===== src/kwm_ram.sv =====
`default_nettype none
module kwm_ram #(
    parameter int WIDTH = 32,
    parameter int DEPTH = 16
) (
    input  wire logic                                   i_clk,
    input  wire logic                                   i_we,
    input  wire logic [(DEPTH > 1 ? $clog2(DEPTH) : 1)-1:0] i_waddr,
    input  wire logic [WIDTH-1:0]                       i_wdata,
    input  wire logic [(DEPTH > 1 ? $clog2(DEPTH) : 1)-1:0] i_raddr,
    output logic      [WIDTH-1:0]                       o_rdata
);
    logic [WIDTH-1:0] r_mem [DEPTH];

    // One write port, one registered read port
    always_ff @(posedge i_clk) begin
        if (i_we) begin
            r_mem[i_waddr] <= i_wdata;
        end
        o_rdata <= r_mem[i_raddr];
    end
endmodule
`default_nettype wire


===== config.mk =====
export PLATFORM = sky130hd
export DESIGN_NAME = kwm_ram
export DESIGN_NICKNAME = d
export VERILOG_FILES = /design/src/kwm_ram.sv
export SDC_FILE = /design/constraint.sdc
export NUM_CORES = 1
export LEC_CHECK = 0
export ABC_AREA = 1
export ABC_CLOCK_PERIOD_IN_PS = 2500
export BUFFER_PORTS_ARGS = -buffer_cell sky130_fd_sc_hd__buf_2
export CAP_MARGIN = 20
export CORE_MARGIN = 1
export CORE_UTILIZATION = 55
export CTS_BUF_LIST = sky130_fd_sc_hd__clkbuf_8
export DETAILED_ROUTE_END_ITERATION = 16
export PLACE_DENSITY = 0.72
export RECOVER_POWER = 50
export SYNTH_ARGS = -nofsm -noshare
export SYNTH_HDL_FRONTEND = slang
export SYNTH_SLANG_ARGS = --single-unit

===== constraint.sdc =====
create_clock -name i_clk -period 2.5 [get_ports i_clk]
set_input_delay 0 -clock i_clk [delete_from_list [all_inputs] [get_ports i_clk]]
set_output_delay 0 -clock i_clk [all_outputs]
set_load 0.005 [all_outputs]

==> Word-level counts from Yosys, hierarchy flattened <==
Memories as Yosys holds them, arrays and structs flattened. A register that Yosys moved wholly into a read port is not among the register bits.
Cells that the tools add are included.
{ "totals": {"ramBits": 512, "memories": 1, "output_inout_bits": 32, "elab_cells": 3, "regBits": 0} }
{ "op_classes": {"mux": 2} }
{ "mem_list": {"columns": ["memory", "words", "width", "rd", "rd_clocked_by_memory_dff", "write_ports", "line_no", "text"], "rows": [
  ["r_mem", 16, 32, 1, 1, 1, "13", "logic [WIDTH-1:0] r_mem [DEPTH];"]
]} }
{ "ops": {"columns": ["op", "count"], "rows": [
  ["$mux 1", 2]
]} }

==> Logic depth before layout (Yosys ltp) <==
Gate-level depths: netlist of run 1.
{ "depth": {"word_depth": 2, "ltp_mapped": 10, "depth_no_buf": 7} }

==> Least setup slack after synthesis of run 1 <==
Ideal clock, no wire load.
{ "synth_timing": {"path_kind": "input port to flip-flop", "start": "in i_waddr[2] (netlist bit)", "end": "mem r_mem[10][0], enable pin", "n_path_buf": 0, "setup_slack_ns": 0.507, "path_stages": 2, "arrival_time_ns": 1.572, "required_ns": 2.079, "path_cell_list": "nand3b_1 nor2_1"} }
{ "synth_lines": {"columns": ["element", "line_no", "text"], "rows": [
  ["start, declared", "8", "input wire logic [(DEPTH > 1 ? $clog2(DEPTH) : 1)-1:0] i_waddr,"],
  ["end, declared", "13", null]
]} }
No word-level cell before the write port.

==> results of run 1 <==
what timing repair did:
item                                   4_1_cts  5_1_grt
buffers inserted                             0        0
endpoints found under the hold margin      527        0
gates resized for setup                      0        0
hold buffers                                36        0
state kept, by name, indices dropped and copies added, names as in the netlist:
name,count
o_rdata,32
r_mem,512
per-layer routing:
metal	global-route usage (%)	wire [um]	vias to the layer above
li1	-	-	7135
met1	34.44	21490	7334
met2	45.05	27150	667
met3	4.973	4714	114
met4	10.53	1457	6
met5	0	37	-
worst reg2reg max path, delay by kind of cell (launching register included):
kind	cells	cell delay, ns
buffers and inverters	2	0.61
and+or+nand+nor	5	0.45
DFF	1	0.36
worst max-delay path by stage:
stage	end	slack (ns)
6_report	o_rdata[6]	0.74
5_1_grt	o_rdata[6]	0.72
4_1_cts	o_rdata[6]	0.84
3_5_place_dp	r_mem[4][26]	0.77
3_3_place_gp	r_mem[4][26]	0.78
2_1_floorplan	r_mem[10][0]	0.51
stage by stage:
| step | hold slack, ns | std cells | power [uW] |
|---|---|---|---|
| 5_1_grt | 0.08716 | 2856 | 19280 |
| 3_5_place_dp | 0.3732 | 2664 | 11640 |
| 2_1_floorplan | 0.09887 | 2120 | 11140 |
| 3_3_place_gp | 0.3743 | 2664 | 11610 |
| 6_report | 0.04289 | 2859 | 18600 |
| 4_1_cts | 0.02638 | 2856 | 18740 |
power by group through the flow:
stage	clock [uW]	combinational, uW	sequential [uW]
after detailed placement	0	1190	10500
after global routing	7650	1350	10300
after CTS	7240	1230	10300
final	7110	1220	10300
after global placement	0	1160	10400
after floorplan	0	695	10400
cells in the mapped netlist:
library cell	count
nand2_1	677
edfxtp_1	512
inv_1	388
nand3_1	385
buf_2	41
dfxtp_1	32
buf_6	29
nor2_1	17
buf_1	14
clkbuf_1	14
buf_4	6
nand3b_1	2
buf_12	1
inv_2	1
inv_4	1
final cells by class:
cell class / instances / area [um2]
flip-flops and latches: 544 / 16020
repair buffers: 153 / 1135
inverters: 390 / 1471
multi-input cells: 1081 / 4652
well taps: 532 / 665.6
diodes: 3 / 7.507
clock buffers: 98 / 1349
clock inverters: 58 / 276.5
fillers: 3185 / 15260
logic make-up after synthesis:
logic type / Yosys count / share of synthesized area [%]
buffers and inverters: 495 / 9.539
DFF: 544 / 70.46
and+or+nand+nor: 1081 / 20.00
==> qor.tcl, run 1 <==
set qor(cpPeakStageDelay_ns) 0.74
set qor(mostFrequentLayoutCells) {nand2_1, edfxtp_1, inv_1}
set qor(synthesis.area_per_instance_um2) 10.72
set qor(maxSlewViolCount) 0
set qor(worst_slack_ns) 0.7415
set qor(cts_root_buffer) {clkbuf_8}
set qor(total_leakage_power_uw) 0.01102
set qor(antenna_found_initial) 4
set qor(crit_start) {i_raddr[2]}
set qor(io_pins) 74
set qor(cp_num_cells) 7
set qor(timing.rr.end) {o_rdata[6]}
set qor(timing.final.crit_period_ns) 1.759
set qor(power.share.clock_pct) 38.2
set qor(p_seq_share_pct) 55.2
set qor(yosysSeqAreaShare_pct) 70.46
set qor(ff2ff_setup_slack_ns) 0.99
set qor(cts.htree.levels) 3
set qor(globalRoute.totalOverflow) 0
set qor(die_area_mm2) 0.04215
set qor(grt_pass1_wl_mm) 83.95
set qor(cts_inserted_buffers) 86
set qor(max_cap_viol_count) 0
set qor(ys_ff_latch) 544
set qor(relSlewSlack_pct) 11.89
set qor(critical_path.startpoint_type) {input port}
set qor(preCtsSetupSlack_ns) 0.7731
set qor(post_route_cells_drive_above_1_share_pct) 9.079
set qor(rows) 74
set qor(run_status) {complete, no violations}
set qor(r2r.worst_path.cells) 7
set qor(design_area_mm2) 0.02557
set qor(internal_dissipation_uw) 14250
set qor(critPathBufInv) 4
set qor(grt_setup_unrepaired) {false}
set qor(fmaxAchievable_mhz) 568.7
set qor(worstReg2RegStart) {r_mem[12][6]}
set qor(die-height_um) 205.3
set qor(post-synth-top-area-cell) {edfxtp_1}
set qor(clkSinkCount) 544
set qor(drt.antenna.violating_nets) 0
set qor(final_common_cell) {nand2_1}
set qor(ir_drop_uv) 474.7
set qor(die_w_um) 205.3
set qor(cts-root-to-sink-buffers) 3
set qor(first_iter_violations) 1507
set qor(wirelength_mm) 54.85
set qor(critical_path_peak_fanout) 64
set qor(placeableCoreArea_mm2) 0.04083
set qor(vias_cell) 5.336
set qor(min-delay-start) {i_raddr[0]}
set qor(cts_tree) {done}
set qor(share_of_total_power_consumed_by_net_switching_pct) 23.35
set qor(power_switching_uw) 4343
set qor(finalClockSkew_ns) 0.02164
set qor(drt_first_pass_iters) 6
set qor(family_of_cells_with_the_greatest_summed_delay_on_the_critical_path) {buffers and inverters}
set qor(min_period_over_period_pct) 70.34
set qor(finalSetupViolations) 0
set qor(crit_type) {input port to flop}
set qor(critical_path.cell_chain) {dlygate4sd3_1 > buf_2 > buf_4 > nand3_1 > nand3_1 > dlygate4sd3_1 > nand2_1}
set qor(finalSetupTns_ns) 0
set qor(critical_path_required_ns) 3.04
set qor(drcViolationCount) 0
set qor(routed-via-count) 15260
set qor(yosysUniqueCellTypes) 15
set qor(final_core_util_pct) 62.63
set qor(finalHoldViolations) 0
set qor(syn-cell-area_mm2) 0.02273
set qor(hold_path_class) {input port to flop}
set qor(groute.usage.overall_pct) 26.78
set qor(worst-endpoint-arrival_ns) 2.30
set qor(route.detailed.wl_per_inst_um) 19.19
set qor(detailedPlacementHpwl_mm) 30.47
set qor(synthTopCellsByArea) {edfxtp_1, nand2_1, nand3_1}
set qor(timing_worst_slew_pin_value_ns) 1.322
set qor(final_nets) 2298
set qor(maximum_number_of_pins_on_one_net_before_global_route_repair) 129
set qor(power.density_cell_area_mw_per_mm2) 727.3
set qor(synth_top_area_share_pct) 67.64
set qor(critical_path.slowest_cell) {buf_4}
set qor(post_dp_cell_area_mm2) 0.02365
set qor(hold_path_depth) 6
set qor(routabilityCongestion) 0.8130
set qor(post_synthesis_net_count) 2162
set qor(timing.hold.worst_endpoint) {o_rdata[5]}
set qor(power.share.combinational_pct) 6.6
set qor(io_buffers) 73
set qor(area_growth_syn_to_layout_pct) 12.50
set qor(synth_cells) 2120
set qor(effective_utilization_at_floorplan_pct) 55.67
set qor(critPathCaptureType) {flop}
set qor(clock_network_latency_to_the_later_pin_of_the_worst_skew_pair_ns) 0.65
set qor(clk_pin_slew_ns) 0.06
set qor(ys_warn_count) 0
set qor(grt_pass1_vias) 15050
Note: power is estimated with default switching activity, not from simulation.
==> run 2: changes to the inputs <==
--- a/config.mk
+++ b/config.mk
@@ -5,8 +5,8 @@
 export SDC_FILE = /design/constraint.sdc
 export NUM_CORES = 1
 export LEC_CHECK = 0
-export ABC_AREA = 1
-export ABC_CLOCK_PERIOD_IN_PS = 2500
+export ABC_AREA = 0
+export ABC_CLOCK_PERIOD_IN_PS = 1700
 export BUFFER_PORTS_ARGS = -buffer_cell sky130_fd_sc_hd__buf_2
 export CAP_MARGIN = 20
 export CORE_MARGIN = 1
==> constraint.sdc (replaced) <==
create_clock -name i_clk -period 1.7 [get_ports i_clk]
set_input_delay 0 -clock i_clk [delete_from_list [all_inputs] [get_ports i_clk]]
set_output_delay 0 -clock i_clk [all_outputs]
set_load 0.005 [all_outputs]
==> qor.tcl, run 2 <==
set qor(drcViolationCount) 0
set qor(io_buffers) 73
set qor(failed_checks) {negative hold slack}
set qor(place.detailed.instances) 1383
set qor(finalPower_uw) 26870
set qor(timing.final.crit_period_ns) 1.603
set qor(clk_pin_slew_ns) 0.07
set qor(finalSetupViolations) 0
set qor(final_common_cell) {edfxtp_1}
set qor(critical_path_peak_fanout) 14
set qor(cts.htree.levels) 3
set qor(post_dp_cell_area_mm2) 0.02150
set qor(critical_path.startpoint_type) {input port}
set qor(crit_type) {input port to flop}
set qor(synth_flop_cell) {edfxtp_1}
set qor(post_synthesis_net_count) 880
set qor(antenna_found_initial) 1
set qor(power.density_cell_area_mw_per_mm2) 1148
set qor(worst_hold_slack_ns) -0.004934
set qor(yosysSeqAreaShare_pct) 80.67
set qor(groute.usage.overall_pct) 23.41
set qor(grt_pass1_vias) 9879
set qor(io_pins) 74
set qor(die_area_mm2) 0.03686
set qor(synthMostInstantiatedCell) {edfxtp_1}
set qor(timing_worst_slew_pin_value_ns) 1.034
set qor(synth_cells) 838
set qor(ys_ff_latch) 544
set qor(regMostFlops) {r_mem}
set qor(drt_first_pass_iters) 7
set qor(hold_path_class) {input port to flop}
set qor(effective_utilization_at_floorplan_pct) 55.82
set qor(final_nets) 1085
set qor(maxSlewViolCount) 0
set qor(post-synth-top-area-cell) {edfxtp_1}
set qor(critPathCaptureType) {flop}
set qor(maximum_number_of_pins_on_one_net_before_global_route_repair) 33
set qor(post_cts_resize_count) 0
set qor(min_period_over_period_pct) 94.32
set qor(routabilityCongestion) 0.7197
set qor(cts_root_buffer) {clkbuf_8}
set qor(vias_cell) 6.053
set qor(area_growth_syn_to_layout_pct) 17.92
set qor(cts-root-to-sink-buffers) 3
set qor(fmaxAchievable_mhz) 623.7
set qor(route.detailed.wl_per_inst_um) 26.32
set qor(placeableCoreArea_mm2) 0.03557
set qor(finalClockSkew_ns) 0.02319
set qor(critical_path_required_ns) 1.98
set qor(mostFrequentLayoutCells) {edfxtp_1, mux4_2, clkbuf_8}
set qor(detailedPlacementHpwl_mm) 22.04
set qor(worst-endpoint-arrival_ns) 1.88
set qor(clkSinkCount) 544
set qor(synth_top_area_share_pct) 77.44
set qor(cts_tree) {done}
set qor(ys_warn_count) 0
set qor(clock_network_latency_to_the_later_pin_of_the_worst_skew_pair_ns) 0.64
set qor(fin_cells) 1571
set qor(largest_register_ff_count) 512
set qor(synthTopCellsByArea) {edfxtp_1, mux4_2, dfxtp_1}
set qor(drt.antenna.violating_nets) 0
set qor(synth.cells.most_frequent) {edfxtp_1, mux4_2, a22oi_1}
set qor(grt_setup_unrepaired) {false}
set qor(die-height_um) 192.0
set qor(ir_drop_uv) 714.9
set qor(largestRegisters) {r_mem (512), o_rdata (32)}
set qor(globalRoute.totalOverflow) 0
set qor(synthesis.area_per_instance_um2) 23.69
set qor(async_flop_share_pct) 0
set qor(wirelength_mm) 41.34
set qor(relSlewSlack_pct) 31.05
set qor(syn-cell-area_mm2) 0.01985
set qor(design_area_mm2) 0.02341
set qor(rows) 69
set qor(synth_enable_flop_cells) 512
set qor(cts_inserted_buffers) 82
set qor(yosysUniqueCellTypes) 18
set qor(post_route_cells_drive_above_1_share_pct) 31.02
set qor(routed-via-count) 9509
set qor(grt_pass1_wl_mm) 60.82
set qor(first_iter_violations) 946
set qor(total_leakage_power_uw) 0.007720
set qor(finalHoldViolations) 2
set qor(die_w_um) 192.0
set qor(run_status) {complete, but fails checks}
set qor(max_cap_viol_count) 0
## run 2: area by class of cell
cell class	count	area, um2
fill	2273	12160
antenna	1	2.502
timing repair buffer	164	1454
tap	461	576.8
clock buffer	94	1294
sequential	544	16020
clock inverter	56	315.3
multi-input combinational	251	3755
## run 2: report_power, final
part           total (uW)  switching (uW)  internal [uW]
Combinational        1420             771            645
Sequential          15100            94.6          15000
Clock               10400            4850           5510
Total               26900            5710          21200
## run 2: final timing paths
path,startpoint,to,slack (ns),depth (start not counted)
max,i_waddr[1],r_mem[7][7],0.1,5
min,i_waddr[0],r_mem[4][26],-0.005,3
max reg2reg,r_mem[3][17],o_rdata[17],0.32,3
min reg2reg,r_mem[6][23],o_rdata[23],0.67,3
## run 2: metrics by stage
| stage | util [%] | setup WS, ns | setup TNS (ns) |
|---|---|---|---|
| floorplan | - | -0.3278 | -103.10 |
| global placement | 60.45 | 0.09238 | 0 |
| detailed placement | 60.45 | 0.1154 | 0 |
| CTS | 66.02 | 0.1878 | 0 |
| global route | 65.82 | 0.07981 | 0 |
| finish | 65.82 | 0.09656 | 0 |
## run 2: cells by family after synthesis
kind of cell	Yosys count	share of synthesized area [%]
AOI/OAI and AO/OA	64	2.420
buffers and inverters	43	1.122
DFF	544	80.67
muxes	128	14.52
and+or+nand+nor	59	1.273
## run 2: what timing repair did
action | CTS | global route
setup buffers | 0 | 0
hold endpoints to repair | 528 | 0
hold buffers | 37 | 0
## run 2: metal layers
metal | part of all wire [%] | track usage, %
met4 | 2.3 | 7.965
met5 | 0 | 0
met3 | 7.4 | 4.842
met2 | 49 | 37.30
met1 | 41 | 32.67
## run 2: worst max-delay path, cell delays in order
cell and delay, ns:
dlygate4sd3_1 0.56, clkbuf_1 0.37, nand2_1 0.37, nor2_4 0.23, buf_4 0.34
